==> config.mk <==
export PLATFORM = sky130hd
export DESIGN_NAME = ksr_ctrl
export DESIGN_NICKNAME = d
export VERILOG_FILES = /design/src/sv/ksr_pkg.sv /design/src/sv/ksr_ctrl.sv
export VERILOG_INCLUDE_DIRS = /design/src /design/src/sv
export SDC_FILE = /design/constraint.sdc
export NUM_CORES = 1
export LEC_CHECK = 0
export ABC_AREA = 1
export BUFFER_PORTS_ARGS = -buffer_cell sky130_fd_sc_hd__buf_2
export CAP_MARGIN = 20
export CORE_AREA = 5 5 42 44
export DETAILED_ROUTE_END_ITERATION = 8
export DIE_AREA = 0 0 47 49
export PLACE_DENSITY_LB_ADDON = 0.15
export SYNTH_ARGS = -nofsm -noshare
export SYNTH_HDL_FRONTEND = slang
export SYNTH_SLANG_ARGS = --single-unit
==> constraint.sdc <==
create_clock -name i_clk -period 1.67 [get_ports i_clk]
set_clock_uncertainty 0.2 [all_clocks]
set_input_delay 0.0835 -clock i_clk [delete_from_list [all_inputs] [get_ports i_clk]]
set_output_delay 0.0835 -clock i_clk [all_outputs]
set_load 0.01 [all_outputs]
==> src/sv/assert_macros.svh <==
// ----------------------------------------------------------------------------
// Assertion macros
// Shared forms for the concurrent checks used in the slot router modules.
// ----------------------------------------------------------------------------
`ifndef ASSERT_MACROS_SVH
`define ASSERT_MACROS_SVH

// A property that must hold at every clock edge outside reset.
`define KSR_ASSERT(label, clk, rst_n, prop, msg) \
    label: assert property (@(posedge clk) disable iff (!rst_n) prop) else $error(msg);

// A condition that must never be true outside reset.
`define KSR_NEVER(label, clk, rst_n, cond, msg) \
    label: assert property (@(posedge clk) disable iff (!rst_n) !(cond)) else $error(msg);

`endif

==> src/sv/ksr_pkg.sv <==
// ----------------------------------------------------------------------------
// Key slot router package
// Sizes, codes and the control/status bundles shared by the router modules.
// ----------------------------------------------------------------------------
package ksr_pkg;

    // Slot space and node limits.
    localparam int SLOT_COUNT = 16384;
    localparam int SLOT_W     = $clog2(SLOT_COUNT);
    localparam int MAX_NODES  = 64;
    localparam int NODE_W     = 6;
    localparam int CNT_W      = NODE_W + 1;
    localparam int ENTRY_W    = NODE_W + 1;
    localparam int BYTE_W     = 8;

    // Stream payload widths.
    localparam int IN_DATA_W  = 32;
    localparam int OUT_DATA_W = 24;

    // A map entry with its top bit set marks the slot as unmapped.
    localparam logic [ENTRY_W-1:0] ENTRY_UNMAPPED = {1'b1, {NODE_W{1'b0}}};
    localparam logic [CNT_W-1:0]   MAX_NODES_C    = CNT_W'(MAX_NODES);

    // Input item kinds.
    typedef enum logic [1:0] {
        FUNC_KEY   = 2'd0,
        FUNC_QUERY = 2'd1,
        FUNC_MAP   = 2'd2
    } t_func;

    // Result status codes.
    typedef enum logic [1:0] {
        STAT_OK       = 2'd0,
        STAT_NO_NODES = 2'd1,
        STAT_UNMAPPED = 2'd2
    } t_status;

    // Commands from the controller to the datapath.
    typedef struct packed {
        logic clr_step;   // write one entry of the reset clearing pass
        logic byte_upd;   // fold the input key byte into the CRCs
        logic key_end;    // last key byte: start the map read, restart the key
        logic map_wr;     // write one slot map entry
        logic query;      // load the empty-key answer into the output register
        logic lookup;     // map data is back: load the key answer
    } t_ctrl_cmd;

    // Status from the datapath to the controller.
    typedef struct packed {
        logic clr_last;   // clearing pass is at its final entry
        logic out_valid;  // output register holds a beat
    } t_dp_sts;

endpackage

==> src/sv/ksr_ctrl.sv <==
// ----------------------------------------------------------------------------
// Key slot router controller
// Sequences the clearing pass, input acceptance and the map lookup cycle.
// ----------------------------------------------------------------------------
`include "assert_macros.svh"

module ksr_ctrl (
    input  logic               i_clk,
    input  logic               i_rst_n,
    input  logic               i_in_valid,
    input  logic [1:0]         i_in_func,
    input  logic               i_in_last,
    input  logic               i_out_ready,
    input  ksr_pkg::t_dp_sts   i_sts,
    output logic               o_in_ready,
    output ksr_pkg::t_ctrl_cmd o_cmd
);
    import ksr_pkg::*;

    typedef enum logic [1:0] {
        S_CLEAR  = 2'd0,
        S_RUN    = 2'd1,
        S_LOOKUP = 2'd2
    } t_state;

    t_state r_state;
    t_state n_state;
    logic   out_free;
    logic   accept;

    // Take a beat only when the output register is empty or drains this cycle.
    always_comb begin
        out_free   = !i_sts.out_valid || i_out_ready;
        o_in_ready = (r_state == S_RUN) && out_free;
        accept     = o_in_ready && i_in_valid;
    end

    // Decode the state and the accepted beat into datapath commands.
    always_comb begin
        o_cmd          = '0;
        o_cmd.clr_step = (r_state == S_CLEAR);
        o_cmd.lookup   = (r_state == S_LOOKUP);
        if (accept) begin
            unique case (i_in_func)
                FUNC_KEY: begin
                    o_cmd.byte_upd = 1'b1;
                    o_cmd.key_end  = i_in_last;
                end
                FUNC_QUERY: begin
                    o_cmd.query = 1'b1;
                end
                FUNC_MAP: begin
                    o_cmd.map_wr = 1'b1;
                end
                default: begin
                    // The unused kind is taken and dropped.
                end
            endcase
        end
    end

    // Next state.
    always_comb begin
        n_state = r_state;
        unique case (r_state)
            S_CLEAR: begin
                if (i_sts.clr_last) begin
                    n_state = S_RUN;
                end
            end
            S_RUN: begin
                if (o_cmd.key_end) begin
                    n_state = S_LOOKUP;
                end
            end
            S_LOOKUP: begin
                n_state = S_RUN;
            end
            default: begin
                n_state = S_CLEAR;
            end
        endcase
    end

    // State register.
    always_ff @(posedge i_clk) begin
        if (!i_rst_n) begin
            r_state <= S_CLEAR;
        end else begin
            r_state <= n_state;
        end
    end

    // The lookup takes exactly the cycle after the last key byte.
    `KSR_ASSERT(a_lookup_follows, i_clk, i_rst_n, (o_cmd.key_end |=> o_cmd.lookup), "lookup did not follow key end")
    `KSR_ASSERT(a_lookup_one_cycle, i_clk, i_rst_n, (r_state == S_LOOKUP |=> r_state == S_RUN), "lookup state held too long")

endmodule

---- After elaboration in Yosys (flattened, before gate mapping) ----
Cells that the tools add are included.
word-level totals
  word-level logic and storage cells ...... 21
  output and inout bits ................... 7
  input bits .............................. 9
  bits in registers ....................... 2
cells by class
  reductions and logical operators ........ 7
  multiplexer cells ....................... 7
  equality and inequality tests ........... 6
operator list
  cell                  number
  $mux W2               3
  $pmux W2 S3           1
  $eq A2 B1 Y1 const B  2
  $eq A2 B2 Y1 const B  2
  $logic_not A2 Y1      2
  $mux W4               1
  $ne A2 B2 Y1 const B  2
  $logic_and A1 B1 Y1   2
  $mux W1               2
  $reduce_and A2 Y1     1
  $logic_not A1 Y1      1
  $logic_or A1 B1 Y1    1

---- Longest topological paths before layout ----
  depth after elaboration ................. 7
  mapped depth ............................ 6
  mapped depth without buffers ............ 6

---- Worst setup path after synthesis ----
Ideal clock, no wire load.
  path type ............................... flip-flop to output port
  start ................................... reg r_state[1]
  end ..................................... out o_cmd[1] (netlist bit)
  slack ................................... 510 ps
  arrival time ............................ 877 ps
  stages on the path, launching flop included .. 6
  buffers on the path ..................... 0
  required time ........................... 1387 ps
  path through ............................ dfxtp_1 > inv_1 > nand2_2 > nor2_4 > nand2_2 > nor3_2
RTL lines
  what                      line            source
  start: declaration        ksr_ctrl.sv:26  t_state r_state;
  start signal: assignment  ksr_ctrl.sv:90  r_state <= n_state;
  end: declaration          ksr_ctrl.sv:16  output ksr_pkg::t_ctrl_cmd o_cmd

==> results.yml <==
die:
  die_area_um2: 2300
  start_util_pct: 12.3
  ioPinCount: 16
  die_w_um: 47
  die_h_um: 49
  num_rows: 14
  core_um2: 1400
flow_run:
  maxCapViolCount: 0
grt:
  grt_remaining_overflow: 0
  grt_usage_pct: 4.78
  grt_pass1_vias: 226
  grt_pass1_wl_um: 807
  grt_max_degree: 5
  antenna_found_initial: 0
cts:
  h-tree-depth: 1
  cts_buffers: 3
  clk-insertion-delay-late_ps: 220
  cts_tree: "built"
  clk_transition_reported_paths_ps: 30
  post-cts-setup-buffers: 0
  cts.path.max_buffers: 2
  cts.sinks: 2
  cts.root.buffer_cell: "clkbuf_4"
finish:
  fin_nets: 58
  syn_to_final_growth_pct: 85.5
  largest_reg_flops: 2
  drive_gt1_share_pct: 53.2
  top_register: "r_state"
  num_antenna_cells: 0
  largestRegisters: "r_state: 2 flops"
yosys:
  yosysTopAreaCell: "dfxtp_1"
  synth_common_cells: "inv_1 (8), nor2_1 (5), nor3_2 (3)"
  synth_async_sr_flop_share_pct: 0
  synth_most_common_cell: "inv_1"
  yosysWarnings: 0
  syn-cell-area_um2: 173
  synth_edf_count: 0
  synthesis.nets: 35
  syn_avg_cell_area_um2: 6.64
  synth_cells: 26
  ys_types: 10
  synthFlopType: "dfxtp_1"
  synth_seq_cells: 2
  synth_top_area_share_pct: 23.2
  yosysSeqAreaShare_pct: 23.2
  synthTopCellsByArea: "dfxtp_1 (23%), nor3_2 (17%), inv_1 (17%)"
place:
  place_ws_ps: 430
  gp_congestion: 0.637
  io_buffers: 15
  dp_hpwl_um: 393
routing:
  firstDrtPassIters: 2
  vias: 213
  dr.first_iter.drc_count: 3
  wire_per_inst_um: 8.00
  avgViaCountPerCell: 3.38
  drc_errors: 0
  ant_nets: 0
  wl_um: 504
status:
  outcome: "finished, final reports clean"
sta:
  slew-limit-headroom_pct: 86.1
  grt_setup_unrepaired: "false"
  min_period_over_period_pct: 86.6
  timing.fmax_mhz: 691
  setup_violations: 0
  tightest_slew_ps: 207
  drv_slew: 0
  finalWorstSetupSlack_ps: 223
  setup_tns_ps: 0
  hold_violations: 0
  min_period_ps: 1450
worst_setup_path:
  arrival_ps: 1160
  critPathKind: "reg -> out"
  crit_fanout: 4
  critical_path.endpoint_type: "output port"
  required_ps: 1390
  crit_path_start_kind: "flop"
power:
  vdd_drop_max_mv: 0.218
  cellLeakagePower_nw: 0.186
  p_per_area_nw_per_um2: 641
min_path:
  hold_class: "in -> reg"
## power by group
group | total (mW) | internal [mW] | switching, mW
registers | 0.0526 | 0.0504 | 0.00220
logic | 0.0467 | 0.0230 | 0.0237
clock network | 0.106 | 0.0793 | 0.0268
## critical path, cell delays in order (launching register included)
cell	delay, ps
dfxtp_1	370
nand2_2	110
nor2_4	150
nand2_2	80
nor3_2	90
buf_2	140
## path summary, 6_finish.rpt
check / start / endpoint / slack [ps] / cells after the start
hold reg to reg: r_state[0]$_SDFFE_PN0P_ / r_state[1]$_SDFFE_PN0P_ / 350 / 2
setup / recovery: r_state[0]$_SDFFE_PN0P_ / o_cmd[1] / 220 / 5
setup reg to reg: r_state[0]$_SDFFE_PN0P_ / r_state[0]$_SDFFE_PN0P_ / 510 / 5
hold / removal: i_in_last / r_state[1]$_SDFFE_PN0P_ / 10 / 5
## cell usage in the layout (no fill, tap or decap)
| cell type | netlist | final |
|---|---|---|
| dfxtp_1 | 2 | 2 |
| a21oi_1 | 1 | 1 |
| clkbuf_4 | 0 | 3 |
| nor3_2 | 3 | 3 |
| nor2_1 | 5 | 5 |
| nand2_1 | 2 | 2 |
| nor2_4 | 1 | 1 |
| buf_2 | 0 | 15 |
| dlygate4sd3_1 | 0 | 3 |
| nand2_2 | 2 | 2 |
| o21bai_1 | 1 | 1 |
| nand3_2 | 1 | 1 |
| inv_1 | 8 | 8 |
## metal layers
metal | share of wire (%) | track usage (%) | up-vias | wire [µm]
met1 | 45 | 5.68 | 78 | 227
li1 | - | - | 119 | -
met3 | 17 | 2.21 | 0 | 87
met2 | 38 | 6.79 | 16 | 189
met5 | 0 | 0 | - | 0
met4 | 0 | 2.76 | 0 | 0
## repair_timing
action                    in CTS  in global routing
resized for setup              0                  0
hold endpoints to repair       2                  0
hold buffers                   3                  0
## metrics by stage
stage / util, % / hold WS, ps / power, mW / instances / cell area (µm²)
after floorplan: - / 0.163 / 0.0765 / 26 / 173
after global placement: 19.1 / 154 / 0.0963 / 57 / 268
after detailed placement: 19.1 / 153 / 0.0950 / 57 / 268
after CTS: 22.9 / 16.1 / 0.211 / 63 / 320
after global routing: 22.9 / 35.5 / 0.224 / 63 / 320
final: 22.9 / 14.9 / 0.205 / 63 / 320
## final cells by class
cell class / count / area, µm²
repair buffers: 18 / 105
fillers: 172 / 1080
well taps: 16 / 20.0
clock buffers: 3 / 22.5
inverters: 8 / 30.0
flip-flops and latches: 2 / 40.0
multi-input cells: 16 / 103
## logic make-up after synthesis
group / share of synthesized area [%]
DFF: 23.2
AOI/OAI and AO/OA: 7.25
and+or+nand+nor: 52.2
buffers and inverters: 17.4
No activity file was read; power rests on OpenSTA's default activity.
